===== src/rtl/cfubs_pkg.sv =====
// Shared types and constants for the cube face rectangle and bounds scanner.
// Used by the front stage, the queue, the back stage and the top level.
`default_nettype none

package cfubs_pkg;

    localparam logic [2:0] FACE_WEST  = 3'd0;
    localparam logic [2:0] FACE_EAST  = 3'd1;
    localparam logic [2:0] FACE_DOWN  = 3'd2;
    localparam logic [2:0] FACE_UP    = 3'd3;
    localparam logic [2:0] FACE_NORTH = 3'd4;
    localparam logic [2:0] FACE_SOUTH = 3'd5;

    localparam logic [1:0] MODE_ABSENT   = 2'd0;
    localparam logic [1:0] MODE_FACE     = 2'd1;
    localparam logic [1:0] MODE_BOX      = 2'd2;
    localparam logic [1:0] MODE_BOX_ZERO = 2'd3;

    // Classification of a word as it leaves the front stage.
    localparam logic [1:0] KIND_ABSENT  = 2'd0;
    localparam logic [1:0] KIND_BAD_ROT = 2'd1;
    localparam logic [1:0] KIND_FACE    = 2'd2;

    localparam logic [1:0] ERR_OK        = 2'd0;
    localparam logic [1:0] ERR_ROTATION  = 2'd1;
    localparam logic [1:0] ERR_COUNT     = 2'd2;
    localparam logic [1:0] ERR_FAILED    = 2'd3;

    // Rotation reduction: offset by a multiple of 360 to make it positive, then
    // divide by 360 with a reciprocal multiply and a one-step correction.
    localparam int ROT_OFFSET = 36000;
    localparam int ROT_MOD    = 360;
    localparam int ROT_QUART  = 90;
    localparam int ROT_RECIP  = 11651;
    localparam int ROT_SHIFT  = 22;

    localparam logic [31:0] COUNT_FULL = 32'hFFFF_FFFF;

    typedef struct packed {
        logic              start;
        logic [1:0]        kind;
        logic [1:0]        qt;
        logic signed [31:0] u0;
        logic signed [31:0] v0;
        logic signed [31:0] u1;
        logic signed [31:0] v1;
    } face_entry_t;

    typedef struct packed {
        logic signed [31:0] u0;
        logic signed [31:0] v0;
        logic signed [31:0] u1;
        logic signed [31:0] v1;
        logic [1:0]         qt;
        logic               present;
        logic [1:0]         err;
        logic signed [31:0] min_u;
        logic signed [31:0] min_v;
        logic signed [31:0] max_u;
        logic signed [31:0] max_v;
        logic [31:0]        count;
    } scan_result_t;

endpackage

`default_nettype wire


===== src/rtl/cfubs_front.sv =====
// Front stage: takes input words, reduces rotation and sizes, then resolves
// the face rectangle and classifies the word. Depends on cfubs_pkg.
`default_nettype none

module cfubs_front #(
    parameter int FRAC_BITS = 8
) (
    input  wire logic                 aclk,
    input  wire logic                 aresetn,
    input  wire logic                 in_valid,
    output logic                      in_ready,
    input  wire logic                 start_scan,
    input  wire logic [2:0]           face_select,
    input  wire logic [1:0]           cube_mode,
    input  wire logic signed [23:0]   size_x,
    input  wire logic signed [23:0]   size_y,
    input  wire logic signed [23:0]   size_z,
    input  wire logic                 mode_flag,
    input  wire logic signed [23:0]   anchor_u,
    input  wire logic signed [23:0]   anchor_v,
    input  wire logic signed [23:0]   face_span_u,
    input  wire logic signed [23:0]   face_span_v,
    input  wire logic signed [15:0]   rotation_deg,
    output logic                      out_valid,
    input  wire logic                 out_ready,
    output cfubs_pkg::face_entry_t    out_entry
);

    localparam logic [23:0] FRAC_MASK = 24'((64'd1 << FRAC_BITS) - 64'd1);

    logic               valid_reg, valid_next;
    logic               start_reg;
    logic [2:0]         face_reg;
    logic [1:0]         mode_reg;
    logic               flag_reg;
    logic signed [23:0] ou_reg, ov_reg, spu_reg, spv_reg;
    logic [23:0]        ax_reg, ay_reg, az_reg;
    logic [16:0]        rot_x_reg;
    logic [8:0]         rot_q_reg;

    logic signed [24:0] sx_e, sy_e, sz_e;
    logic [23:0]        ax_c, ay_c, az_c;
    logic signed [17:0] rot_e;
    logic [16:0]        rot_x_c;
    logic [30:0]        rot_prod;

    assign in_ready  = !valid_reg || out_ready;
    assign out_valid = valid_reg;

    always_comb begin
        sx_e = 25'(size_x);
        sy_e = 25'(size_y);
        sz_e = 25'(size_z);
        ax_c = sx_e[24] ? 24'(-sx_e) : sx_e[23:0];
        ay_c = sy_e[24] ? 24'(-sy_e) : sy_e[23:0];
        az_c = sz_e[24] ? 24'(-sz_e) : sz_e[23:0];
        rot_e    = 18'(rotation_deg) + 18'(cfubs_pkg::ROT_OFFSET);
        rot_x_c  = rot_e[16:0];
        rot_prod = 31'(rot_x_c) * 31'(cfubs_pkg::ROT_RECIP);
    end

    always_comb begin
        valid_next = valid_reg;
        if (in_ready) begin
            valid_next = in_valid;
        end
    end

    always_ff @(posedge aclk) begin
        if (!aresetn) begin
            valid_reg <= 1'b0;
        end else begin
            valid_reg <= valid_next;
        end
    end

    always_ff @(posedge aclk) begin
        if (in_valid && in_ready) begin
            start_reg <= start_scan;
            face_reg  <= face_select;
            mode_reg  <= cube_mode;
            flag_reg  <= mode_flag;
            ou_reg    <= anchor_u;
            ov_reg    <= anchor_v;
            spu_reg   <= face_span_u;
            spv_reg   <= face_span_v;
            ax_reg    <= ax_c;
            ay_reg    <= ay_c;
            az_reg    <= az_c;
            rot_x_reg <= rot_x_c;
            rot_q_reg <= rot_prod[cfubs_pkg::ROT_SHIFT +: 9];
        end
    end

    // Second half: rotation remainder, corner arithmetic and classification.
    logic [18:0]        q360;
    logic signed [18:0] rem_raw;
    logic [8:0]         rot_r;
    logic [1:0]         qt_c;
    logic [8:0]         rot_rem;
    logic               bad_rot;

    logic signed [31:0] aw, ah, ad, fw, fh, fd, ou32, ov32;
    logic signed [31:0] du, dv, pu0, pv0, pu1, pv1;
    logic signed [31:0] bu, bv, su, sv, bou, bov, ba, bb, bv0, bv1;
    logic [2:0]         bface;

    always_comb begin
        q360    = 19'(rot_q_reg) * 19'(cfubs_pkg::ROT_MOD);
        rem_raw = signed'(19'(rot_x_reg)) - signed'(q360);
        if (rem_raw < 0) begin
            rot_r = 9'(rem_raw + 19'sd360);
        end else if (rem_raw >= 19'sd360) begin
            rot_r = 9'(rem_raw - 19'sd360);
        end else begin
            rot_r = rem_raw[8:0];
        end
        if (rot_r >= 9'd270) begin
            qt_c = 2'd3;
        end else if (rot_r >= 9'd180) begin
            qt_c = 2'd2;
        end else if (rot_r >= 9'(cfubs_pkg::ROT_QUART)) begin
            qt_c = 2'd1;
        end else begin
            qt_c = 2'd0;
        end
        rot_rem = rot_r - 9'(qt_c) * 9'(cfubs_pkg::ROT_QUART);
        bad_rot = rot_rem != 9'd0;
    end

    always_comb begin
        aw   = signed'(32'(ax_reg));
        ah   = signed'(32'(ay_reg));
        ad   = signed'(32'(az_reg));
        fw   = signed'(32'(ax_reg & ~FRAC_MASK));
        fh   = signed'(32'(ay_reg & ~FRAC_MASK));
        fd   = signed'(32'(az_reg & ~FRAC_MASK));
        ou32 = 32'(ou_reg);
        ov32 = 32'(ov_reg);

        // Per-face rectangle.
        if (face_reg == cfubs_pkg::FACE_WEST || face_reg == cfubs_pkg::FACE_EAST) begin
            du = ad;
            dv = ah;
        end else if (face_reg == cfubs_pkg::FACE_DOWN || face_reg == cfubs_pkg::FACE_UP) begin
            du = aw;
            dv = ad;
        end else begin
            du = aw;
            dv = ah;
        end
        pu0 = ou32;
        pv0 = ov32;
        pu1 = ou32 + (flag_reg ? 32'(spu_reg) : du);
        pv1 = ov32 + (flag_reg ? 32'(spv_reg) : dv);

        // Box layout; mirroring exchanges east and west.
        bface = face_reg;
        if (flag_reg && face_reg == cfubs_pkg::FACE_WEST) begin
            bface = cfubs_pkg::FACE_EAST;
        end else if (flag_reg && face_reg == cfubs_pkg::FACE_EAST) begin
            bface = cfubs_pkg::FACE_WEST;
        end
        case (bface)
            cfubs_pkg::FACE_WEST: begin
                bu = '0;        bv = fd; su = fd; sv = fh;
            end
            cfubs_pkg::FACE_EAST: begin
                bu = fd + fw;   bv = fd; su = fd; sv = fh;
            end
            cfubs_pkg::FACE_DOWN: begin
                bu = fd + fw;   bv = '0; su = fw; sv = fd;
            end
            cfubs_pkg::FACE_UP: begin
                bu = fd;        bv = fd; su = fw; sv = -fd;
            end
            cfubs_pkg::FACE_NORTH: begin
                bu = fd;        bv = fd; su = fw; sv = fh;
            end
            default: begin
                bu = (fd <<< 1) + fw; bv = fd; su = fw; sv = fh;
            end
        endcase
        bou = (mode_reg == cfubs_pkg::MODE_BOX_ZERO) ? '0 : ou32;
        bov = (mode_reg == cfubs_pkg::MODE_BOX_ZERO) ? '0 : ov32;
        // A mirrored face simply exchanges its two u corners.
        ba  = bou + bu;
        bb  = ba + su;
        bv0 = bov + bv;
        bv1 = bv0 + sv;

        out_entry.start = start_reg;
        out_entry.qt    = 2'd0;
        if (face_reg > cfubs_pkg::FACE_SOUTH || mode_reg == cfubs_pkg::MODE_ABSENT) begin
            out_entry.kind = cfubs_pkg::KIND_ABSENT;
            out_entry.u0   = pu0;
            out_entry.v0   = pv0;
            out_entry.u1   = pu1;
            out_entry.v1   = pv1;
        end else if (mode_reg == cfubs_pkg::MODE_FACE) begin
            out_entry.kind = bad_rot ? cfubs_pkg::KIND_BAD_ROT : cfubs_pkg::KIND_FACE;
            out_entry.qt   = qt_c;
            if (face_reg == cfubs_pkg::FACE_DOWN || face_reg == cfubs_pkg::FACE_UP) begin
                out_entry.u0 = pu1;
                out_entry.v0 = pv1;
                out_entry.u1 = pu0;
                out_entry.v1 = pv0;
            end else begin
                out_entry.u0 = pu0;
                out_entry.v0 = pv0;
                out_entry.u1 = pu1;
                out_entry.v1 = pv1;
            end
        end else begin
            out_entry.kind = cfubs_pkg::KIND_FACE;
            out_entry.u0   = flag_reg ? bb : ba;
            out_entry.u1   = flag_reg ? ba : bb;
            out_entry.v0   = bv0;
            out_entry.v1   = bv1;
        end
    end

endmodule

`default_nettype wire


===== src/rtl/cfubs_queue.sv =====
// Short queue of classified face words between the front and back stages.
// Depends on cfubs_pkg for the entry type.
`default_nettype none

module cfubs_queue #(
    parameter int DEPTH = 4
) (
    input  wire logic                  aclk,
    input  wire logic                  aresetn,
    input  wire logic                  wr_valid,
    output logic                       wr_ready,
    input  wire cfubs_pkg::face_entry_t wr_entry,
    output logic                       rd_valid,
    input  wire logic                  rd_ready,
    output cfubs_pkg::face_entry_t     rd_entry
);

    localparam int PTR_W = (DEPTH > 1) ? $clog2(DEPTH) : 1;
    localparam int CNT_W = $clog2(DEPTH + 1);
    localparam logic [PTR_W-1:0] LAST = PTR_W'(DEPTH - 1);

    cfubs_pkg::face_entry_t mem [DEPTH];

    logic [PTR_W-1:0] wr_ptr_reg, wr_ptr_next;
    logic [PTR_W-1:0] rd_ptr_reg, rd_ptr_next;
    logic [CNT_W-1:0] count_reg, count_next;
    logic             push, pop;

    assign wr_ready = count_reg != CNT_W'(DEPTH);
    assign rd_valid = count_reg != '0;
    assign push     = wr_valid && wr_ready;
    assign pop      = rd_valid && rd_ready;
    assign rd_entry = mem[rd_ptr_reg];

    always_comb begin
        wr_ptr_next = wr_ptr_reg;
        rd_ptr_next = rd_ptr_reg;
        count_next  = count_reg;
        if (push) begin
            wr_ptr_next = (wr_ptr_reg == LAST) ? '0 : wr_ptr_reg + 1'b1;
        end
        if (pop) begin
            rd_ptr_next = (rd_ptr_reg == LAST) ? '0 : rd_ptr_reg + 1'b1;
        end
        if (push && !pop) begin
            count_next = count_reg + 1'b1;
        end else if (pop && !push) begin
            count_next = count_reg - 1'b1;
        end
    end

    always_ff @(posedge aclk) begin
        if (!aresetn) begin
            wr_ptr_reg <= '0;
            rd_ptr_reg <= '0;
            count_reg  <= '0;
        end else begin
            wr_ptr_reg <= wr_ptr_next;
            rd_ptr_reg <= rd_ptr_next;
            count_reg  <= count_next;
        end
    end

    always_ff @(posedge aclk) begin
        if (push) begin
            mem[wr_ptr_reg] <= wr_entry;
        end
    end

endmodule

`default_nettype wire


===== src/rtl/cfubs_back.sv =====
// Back stage: applies scan state (bounds, face count, sticky error) to each
// queued face word and holds the result in the output register. Uses cfubs_pkg.
`default_nettype none

module cfubs_back (
    input  wire logic                   aclk,
    input  wire logic                   aresetn,
    input  wire logic                   in_valid,
    output logic                        in_ready,
    input  wire cfubs_pkg::face_entry_t in_entry,
    output logic                        out_valid,
    input  wire logic                   out_ready,
    output cfubs_pkg::scan_result_t     out_result
);

    logic signed [31:0] low_u_reg, low_v_reg, high_u_reg, high_v_reg;
    logic signed [31:0] low_u_next, low_v_next, high_u_next, high_v_next;
    logic               started_reg, started_next;
    logic [31:0]        count_reg, count_next;
    logic               failed_reg, failed_next;
    logic               valid_reg, valid_next;
    cfubs_pkg::scan_result_t res_reg, res_next;

    logic signed [31:0] lu, lv, hu, hv, mnu, mxu, mnv, mxv;
    logic               st, fl, present;
    logic [31:0]        cnt;
    logic [1:0]         err;

    assign in_ready   = !valid_reg || out_ready;
    assign out_valid  = valid_reg;
    assign out_result = res_reg;

    always_comb begin
        // A new scan starts from the reset state before this word is applied.
        lu  = in_entry.start ? '0 : low_u_reg;
        lv  = in_entry.start ? '0 : low_v_reg;
        hu  = in_entry.start ? '0 : high_u_reg;
        hv  = in_entry.start ? '0 : high_v_reg;
        st  = in_entry.start ? 1'b0 : started_reg;
        cnt = in_entry.start ? '0 : count_reg;
        fl  = in_entry.start ? 1'b0 : failed_reg;

        err     = cfubs_pkg::ERR_OK;
        present = 1'b0;
        if (fl) begin
            err = cfubs_pkg::ERR_FAILED;
        end else if (in_entry.kind == cfubs_pkg::KIND_BAD_ROT) begin
            err = cfubs_pkg::ERR_ROTATION;
        end else if (in_entry.kind == cfubs_pkg::KIND_FACE) begin
            if (cnt == cfubs_pkg::COUNT_FULL) begin
                err = cfubs_pkg::ERR_COUNT;
            end else begin
                present = 1'b1;
            end
        end

        mnu = (in_entry.u0 < in_entry.u1) ? in_entry.u0 : in_entry.u1;
        mxu = (in_entry.u0 > in_entry.u1) ? in_entry.u0 : in_entry.u1;
        mnv = (in_entry.v0 < in_entry.v1) ? in_entry.v0 : in_entry.v1;
        mxv = (in_entry.v0 > in_entry.v1) ? in_entry.v0 : in_entry.v1;

        low_u_next   = lu;
        low_v_next   = lv;
        high_u_next  = hu;
        high_v_next  = hv;
        started_next = st;
        count_next   = cnt;
        failed_next  = fl || err == cfubs_pkg::ERR_ROTATION || err == cfubs_pkg::ERR_COUNT;
        if (present) begin
            low_u_next   = (!st || mnu < lu) ? mnu : lu;
            low_v_next   = (!st || mnv < lv) ? mnv : lv;
            high_u_next  = (!st || mxu > hu) ? mxu : hu;
            high_v_next  = (!st || mxv > hv) ? mxv : hv;
            started_next = 1'b1;
            count_next   = cnt + 32'd1;
        end

        res_next.u0      = present ? in_entry.u0 : '0;
        res_next.v0      = present ? in_entry.v0 : '0;
        res_next.u1      = present ? in_entry.u1 : '0;
        res_next.v1      = present ? in_entry.v1 : '0;
        res_next.qt      = present ? in_entry.qt : 2'd0;
        res_next.present = present;
        res_next.err     = err;
        res_next.min_u   = low_u_next;
        res_next.min_v   = low_v_next;
        res_next.max_u   = high_u_next;
        res_next.max_v   = high_v_next;
        res_next.count   = count_next;

        valid_next = valid_reg;
        if (in_ready) begin
            valid_next = in_valid;
        end
    end

    always_ff @(posedge aclk) begin
        if (!aresetn) begin
            low_u_reg   <= '0;
            low_v_reg   <= '0;
            high_u_reg  <= '0;
            high_v_reg  <= '0;
            started_reg <= 1'b0;
            count_reg   <= '0;
            failed_reg  <= 1'b0;
            valid_reg   <= 1'b0;
        end else begin
            valid_reg <= valid_next;
            if (in_valid && in_ready) begin
                low_u_reg   <= low_u_next;
                low_v_reg   <= low_v_next;
                high_u_reg  <= high_u_next;
                high_v_reg  <= high_v_next;
                started_reg <= started_next;
                count_reg   <= count_next;
                failed_reg  <= failed_next;
            end
        end
    end

    always_ff @(posedge aclk) begin
        if (in_valid && in_ready) begin
            res_reg <= res_next;
        end
    end

endmodule

`default_nettype wire


===== src/rtl/cube_face_uv_bounds_scan_top.sv =====
// Cube face texture rectangle resolver with running bounds over a scan.
// On an empty pipe an input word passes through the front register and the queue into the back
// stage's output register; one word is accepted every cycle while the queue has room, and the back
// stage updates its scan state for each word it accepts. Reset (aresetn low, synchronous) empties the
// front register, the queue and the output register, and clears bounds, count and error.
// Depends on cfubs_pkg, cfubs_front, cfubs_queue and cfubs_back.
`default_nettype none

module cube_face_uv_bounds_scan_top #(
    parameter int FRAC_BITS   = 8,
    parameter int QUEUE_DEPTH = 4
) (
    input  wire logic         aclk,
    input  wire logic         aresetn,
    input  wire logic         s_tvalid,
    output logic              s_tready,
    // size_x[23:0], size_y[47:24], size_z[71:48], anchor_u[95:72],
    // anchor_v[119:96], face_span_u[143:120], face_span_v[167:144],
    // rotation_deg[183:168]
    input  wire logic [183:0] s_tdata,
    // start_scan[0], face_select[3:1], cube_mode[5:4], mode_flag[6]
    input  wire logic [6:0]   s_tuser,
    output logic              m_tvalid,
    input  wire logic         m_tready,
    // rect_u0[31:0], rect_v0[63:32], rect_u1[95:64], rect_v1[127:96],
    // rot_quadrant[129:128], min_u[161:130], min_v[193:162], max_u[225:194],
    // max_v[257:226], counted_total[289:258], zero padding[295:290]
    output logic [295:0]      m_tdata,
    // face_present[0], error_code[2:1]
    output logic [2:0]        m_tuser
);

    logic                    fr_valid, fr_ready;
    cfubs_pkg::face_entry_t  fr_entry;
    logic                    q_valid, q_ready;
    cfubs_pkg::face_entry_t  q_entry;
    cfubs_pkg::scan_result_t res;

    cfubs_front #(
        .FRAC_BITS (FRAC_BITS)
    ) u_front (
        .aclk         (aclk),
        .aresetn      (aresetn),
        .in_valid     (s_tvalid),
        .in_ready     (s_tready),
        .start_scan   (s_tuser[0]),
        .face_select  (s_tuser[3:1]),
        .cube_mode    (s_tuser[5:4]),
        .size_x       (signed'(s_tdata[23:0])),
        .size_y       (signed'(s_tdata[47:24])),
        .size_z       (signed'(s_tdata[71:48])),
        .mode_flag    (s_tuser[6]),
        .anchor_u     (signed'(s_tdata[95:72])),
        .anchor_v     (signed'(s_tdata[119:96])),
        .face_span_u  (signed'(s_tdata[143:120])),
        .face_span_v  (signed'(s_tdata[167:144])),
        .rotation_deg (signed'(s_tdata[183:168])),
        .out_valid    (fr_valid),
        .out_ready    (fr_ready),
        .out_entry    (fr_entry)
    );

    cfubs_queue #(
        .DEPTH (QUEUE_DEPTH)
    ) u_queue (
        .aclk     (aclk),
        .aresetn  (aresetn),
        .wr_valid (fr_valid),
        .wr_ready (fr_ready),
        .wr_entry (fr_entry),
        .rd_valid (q_valid),
        .rd_ready (q_ready),
        .rd_entry (q_entry)
    );

    cfubs_back u_back (
        .aclk       (aclk),
        .aresetn    (aresetn),
        .in_valid   (q_valid),
        .in_ready   (q_ready),
        .in_entry   (q_entry),
        .out_valid  (m_tvalid),
        .out_ready  (m_tready),
        .out_result (res)
    );

    assign m_tdata = {6'd0, res.count, res.max_v, res.max_u, res.min_v, res.min_u,
                      res.qt, res.v1, res.u1, res.v0, res.u0};
    assign m_tuser = {res.err, res.present};

endmodule

`default_nettype wire


===== config.mk =====
export PLATFORM = sky130hd
export DESIGN_NAME = cube_face_uv_bounds_scan_top
export DESIGN_NICKNAME = d
export VERILOG_FILES = /design/src/rtl/cfubs_pkg.sv /design/src/rtl/cfubs_front.sv /design/src/rtl/cfubs_queue.sv /design/src/rtl/cfubs_back.sv /design/src/rtl/cube_face_uv_bounds_scan_top.sv
export SDC_FILE = /design/constraint.sdc
export NUM_CORES = 2
export LEC_CHECK = 0
export ABC_CLOCK_PERIOD_IN_PS = 17500
export BUFFER_PORTS_ARGS = -buffer_cell sky130_fd_sc_hd__buf_2
export CAP_MARGIN = 0
export CORE_MARGIN = 2
export CORE_UTILIZATION = 62
export DETAILED_ROUTE_END_ITERATION = 7
export PLACE_DENSITY = 0.82
export SYNTH_ARGS = -nofsm -noshare
export SYNTH_HDL_FRONTEND = slang
export SYNTH_SLANG_ARGS = --single-unit
export TNS_END_PERCENT = 30

===== constraint.sdc =====
create_clock -name aclk -period 17.5 [get_ports aclk]
set_clock_uncertainty 0.05 [all_clocks]
set_input_delay 5.25 -clock aclk [delete_from_list [all_inputs] [get_ports aclk]]
set_output_delay 5.25 -clock aclk [all_outputs]
set_load 0.02 [all_outputs]

-- After elaboration in Yosys (flattened, before gate mapping)
Memories as Yosys holds them, arrays and structs flattened. A register that Yosys moved wholly into a read port is not among the register bits.
Index checks and enable logic that the tools add are counted.
- register bits after elaboration: 665
- memory bits (writable): 532
- bits of input ports: 195
- output and inout port bits: 301
- word-level logic and storage cells: 197
- memories: 1
- add/sub/neg operators: 22
- multiply operators: 3
- magnitude comparators: 14
- eq/ne operators: 17
- mux-type cells: 68
- reduce and logical (&&, ||, !) cells: 32
- memory list (name ; depth ; width ; rd ports ; clocked after memory_dff ; wr ports ; line ; text):
    u_queue.mem ; 4 ; 133 ; 1 ; 1 ; 1 ; cfubs_queue.sv:22 ; cfubs_pkg::face_entry_t mem [DEPTH];
- operators with widths (kind ; number):
    2-to-1 mux 32 bit ; 24
    2-to-1 mux 128 bit ; 3
    greater-than comparator 32 bit ; 4
    < comparator 32 bit ; 4
    2-to-1 mux 24 bit ; 5
    one-hot mux 32 bit (3 select lines) ; 1
    negation 24 bit ; 3
    2-to-1 mux 23 bit ; 3
    adder 24 x 32 -> 32 bit ; 2
    adder 32 x 25 -> 32 bit ; 2
    adder 32 bit ; 2
    one-hot mux 32 bit (2 select lines) ; 1
    adder 32 x 1 -> 32 bit (second input constant) ; 1
    == test 32 bit (second input constant) ; 1
    negation 24 -> 32 bit ; 1
    multiplier 17 x 14 -> 31 bit (second input constant) ; 1
    2-to-1 mux 2 bit ; 15
    adder 25 x 24 -> 26 bit ; 1
    adder 24 x 24 -> 25 bit ; 1
    greater-or-equal comparator 19 x 10 -> 1 bit (second input constant) ; 1
    < comparator 19 x 1 -> 1 bit (second input constant) ; 1
    subtractor 17 x 18 -> 19 bit ; 1
    2-to-1 mux 9 bit ; 2
    adder 16 x 17 -> 17 bit (second input constant) ; 1
    29 further kinds ; 75

-- Depth between registers and ports, before layout
- word-level depth: 15
- depth in mapped cells: 40
- mapped depth without buffers: 39

-- Modules after synthesis
A second synthesis with hierarchy kept.
- cell total of the unflattened synthesis: 5747
- area total of the unflattened synthesis: 68982.4 um^2
- modules (own cells, without submodules) (module ; times used ; cells an instance ; area each (um^2) ; seq. area each (um^2)):
    cfubs_back ; 1 ; 2277 ; 24816.3 ; 12061.6
    cfubs_front ; 1 ; 2717 ; 24462.2 ; 6055.8
    cfubs_queue ; 1 ; 746 ; 19655.1 ; 16155.5
    cube_face_uv_bounds_scan_top ; 1 ; 7 ; 48.8 ; 0.0

-- Worst setup path after synthesis
OpenSTA, ideal clock, no wires.
- path kind: in2reg
- from: input s_tvalid
- to: register u_front.ax_reg[0] (enable)
- library setup time: 883 ps
- data arrival time: 15270 ps
- data required time: 16567 ps
- setup slack: 1297 ps
- cell stages on the path: 2
- path buffers: 0
- cell sequence: inv_1 -> a31oi_1
- cells in the longest elaborated chain, start to end: 1
- RTL lines (item ; line ; text):
    from (decl) ; cube_face_uv_bounds_scan_top.sv:15 ; input wire logic s_tvalid,
    logical AND 1 bit ; cfubs_front.sv:78 ; if (in_valid && in_ready) begin
    to (signal assigned) ; cfubs_front.sv:87 ; ax_reg <= ax_c;
    to (decl) ; cfubs_front.sv:37 ; logic [23:0] ax_reg, ay_reg, az_reg;
No other way between the ends.
A chain may end at the register's enable or synchronous reset.

-- Worst setup path after layout
- from: input s_tdata[173]
- to: register u_front.rot_q_reg[8], data pin
- cells in the longest elaborated chain, start to end: 2
- RTL lines (item ; line ; text):
    from (decl) ; cube_face_uv_bounds_scan_top.sv:20 ; input wire logic [183:0] s_tdata,
    adder 16 x 17 -> 17 bit ; cfubs_front.sv:57 ; rot_e = 18'(rotation_deg) + 18'(cfubs_pkg::ROT_OFFSET);
    via u_front.rot_e[7] ; cfubs_front.sv:43 ; logic signed [17:0] rot_e;
    multiplier 17 x 14 -> 31 bit ; cfubs_front.sv:59 ; rot_prod = 31'(rot_x_c) * 31'(cfubs_pkg::ROT_RECIP);
    via u_front.rot_prod[30] ; cfubs_front.sv:45 ; logic [30:0] rot_prod;
    to (signal assigned) ; cfubs_front.sv:91 ; rot_q_reg <= rot_prod[cfubs_pkg::ROT_SHIFT +: 9];
    to (decl) ; cfubs_front.sv:39 ; logic [8:0] rot_q_reg;
The timed path passes the listed nets, and every way through them passes these cells.

==> run summary <==
number of clock buffers inserted by TritonCTS: 116
DRT Wirelength: 191.3 mm
Root Buffer: clkbuf_16
dpl hpwl: 137.1 mm
Worst-Margin Slew: 1.370 ns
class of the most critical setup path: in -> reg
#FFs+latches synth: 1199
Post-synth top flop: edfxtp_1
DRT Pass-1 Iters: 6
yosys warns: 0
Max Root-Sink Buffers: 3
Post-synth EDFFs: 1026
initial antenna violation count: 6
largest net degree at the start of global routing: 162
most instantiated cells after synthesis: edfxtp_1 (1026), ha_1 (526), nand2_1 (439)
number of max-cap violations: 0
RSZ-0062 raised after global routing: no
final layout net count: 7169
global-route congestion overflow total: 0
Vias per Instance: 6.397
most numerous cell in the Yosys netlist: edfxtp_1
Global Route Usage Sum: 0.3264
port buffer count: 489
vias in the first global route: 48.34k
critical path startpoint: s_tdata[173]
initial core utilization: 0.6256
top-area cell type share of the netlist area: 0.4444
CORE AREA: 110800 µm²
Top Ports: 496
Tmin final: 11.33 ns
Die Footprint: 114500 µm²
via count: 50.92k
Synth cell types: 96
# resized after CTS: 0
setup TNS: 0 ns
Worst Path Required: 17.91 ns
final antenna-violating net count: 0
ranking of synthesized cells by area: edfxtp_1 (44%), ha_1 (9.5%), dfxtp_1 (5.0%)
Cells after Synth: 5961
post-CTS setup buffers: 0
layout cell share with drive strength beyond 1: 0.1576
fmax: 0.08825 GHz
area of the mapped netlist: 69330 µm²
Worst EP arrival: 11.74 ns
Hold Buf Count CTS: 0
Startpoint Class: primary input
Min-Delay Path Class: reg -> reg
Crit Path Max Fanout: 6
Clk Latency, worst-skew pair: 0.73 ns
Slew headroom: 0.08643
average size of a mapped cell: 11.63 µm²
sequential-to-total area share from yosys stat: 0.4943
placer congestion estimate: 0.9467
DR iter-0 viols: 5834
Area growth syn-to-layout: 11.35%
CTS tree: built
# fillers: 7701
final hold viol count: 0
DR WL/cell: 24.03 µm
first-pass GRT wire length: 288.4 mm
hold_sp: u_back.low_v_reg[0]$_SDFFE_PN0P_
# setup viols final: 0
row count: 122
# DRC: 0
async set-or-reset flop fraction in the synthesized netlist: 0
status: finished clean
die height: 338.4 µm
CTS Sinks: 1199
Clock transition at path regs: 0.07 ns
Final Slew Violations: 0
max reg flops: 532
endpoint class of the critical path: flop
H-tree Lvls: 3
Top reg by flops: u_queue.mem
fin crit share: 0.6475
Die X: 338.4 µm
Yosys top cell by area: edfxtp_1
[cell families after synthesis]
| logic type | after synthesis | share of synthesized area |
|---|---|---|
| AO/OA/AOI/OAI | 1344 | 0.1289 |
| XOR/XNOR | 286 | 0.03613 |
| adder cells (fa/ha/maj) | 606 | 0.1180 |
| buffers and inverters | 673 | 0.03716 |
| flip-flops | 1199 | 0.4943 |
| multiplexers | 424 | 0.08630 |
| other | 1 | 0.00005409 |
| AND/OR/NAND/NOR | 1428 | 0.09911 |
[cells in the final DEF, fill, tap and decap left out, drive strengths merged, types with 30 or more instances in the layout]
cell type	netlist	final
mux2i	222	222
nor2	360	360
o21a	53	53
nand3	70	70
a22oi	54	54
or3	36	36
o21ba	33	33
clkbuf	207	142
inv	409	418
nor3	79	79
xor2	88	88
fa	80	80
nand2	439	439
clkinv	1	52
mux4	132	132
edfxtp	1026	1026
dfxtp	173	173
buf	55	547
nand4	57	57
o2bb2ai	68	68
nand2b	65	65
and2	52	52
nor2b	155	155
mux2	70	70
xnor2	198	198
ha	526	526
o211a	33	33
o31ai	33	33
o22ai	30	30
o21ai	326	326
a21oi	299	299
a21o	129	129
a31oi	44	44
[cell type report]
| cell class | count | area, µm² | area share |
|---|---|---|---|
| tap | 1488 | 1862 | 0.02412 |
| sequential | 1199 | 34280 | 0.4440 |
| antenna | 1 | 2.502 | 0.00003241 |
| timing repair buffer | 547 | 2895 | 0.03750 |
| clock buffer | 142 | 3050 | 0.03951 |
| inverter | 410 | 1546 | 0.02003 |
| multi-input combinational | 4094 | 32680 | 0.4233 |
| clock inverter | 79 | 883.3 | 0.01144 |
[worst max-delay path, stage by stage]
cell and delay [ns]:
buf_2 0.13, ha_1 0.23, xnor2_1 0.62, ha_1 0.41
fa_1 0.55, inv_1 0.05, fa_1 0.50, fa_1 0.55
inv_1 0.06, fa_1 0.55, fa_1 0.42, ha_1 0.30
nand4_1 0.12, inv_1 0.05, o2111ai_1 0.11, nor2_1 0.10
a211oi_1 0.25, a311oi_1 0.13, a41o_1 0.33, o41a_1 0.39
or4_1 0.47, and3_1 0.17
[per-stage QoR]
| stage | instance area [µm²] | std cells | util | hold slack [ns] | setup WS, ns |
|---|---|---|---|---|---|
| floorplan | 69350 | 5966 | - | 0.3822 | 1.297 |
| global placement | 73270 | 7738 | 0.6611 | 0.3932 | 5.424 |
| detailed placement | 73270 | 7738 | 0.6611 | 0.3961 | 5.386 |
| CTS | 77200 | 7959 | 0.6966 | 0.4099 | 6.150 |
| global route | 77200 | 7959 | 0.6966 | 0.4253 | 5.779 |
| finish | 77200 | 7960 | 0.6966 | 0.4125 | 6.169 |
[per-layer routing]
metal,vias to the layer above,routed length [µm],GRT usage
met1,24570,78070,0.4736
met4,6,7069,0.1139
met5,-,35,0
met3,413,20500,0.05009
met2,3022,85620,0.5035
li1,22920,-,-
[path summary, 6_finish.rpt]
kind	cells past startpoint	slack [ns]	endpoint
setup / recovery	22	6.17	u_front.rot_q_reg[8]$_DFFE_PP_
hold / removal	2	0.41	u_back.low_v_reg[0]$_SDFFE_PN0P_
setup reg to reg	27	7.30	u_back.out_result[46]$_DFFE_PP_
hold reg to reg	2	0.41	u_back.low_v_reg[0]$_SDFFE_PN0P_
Power is left out: the tool's default activity adds up to more than one toggle a clock period on the data nets, which glitch-free logic cannot reach.
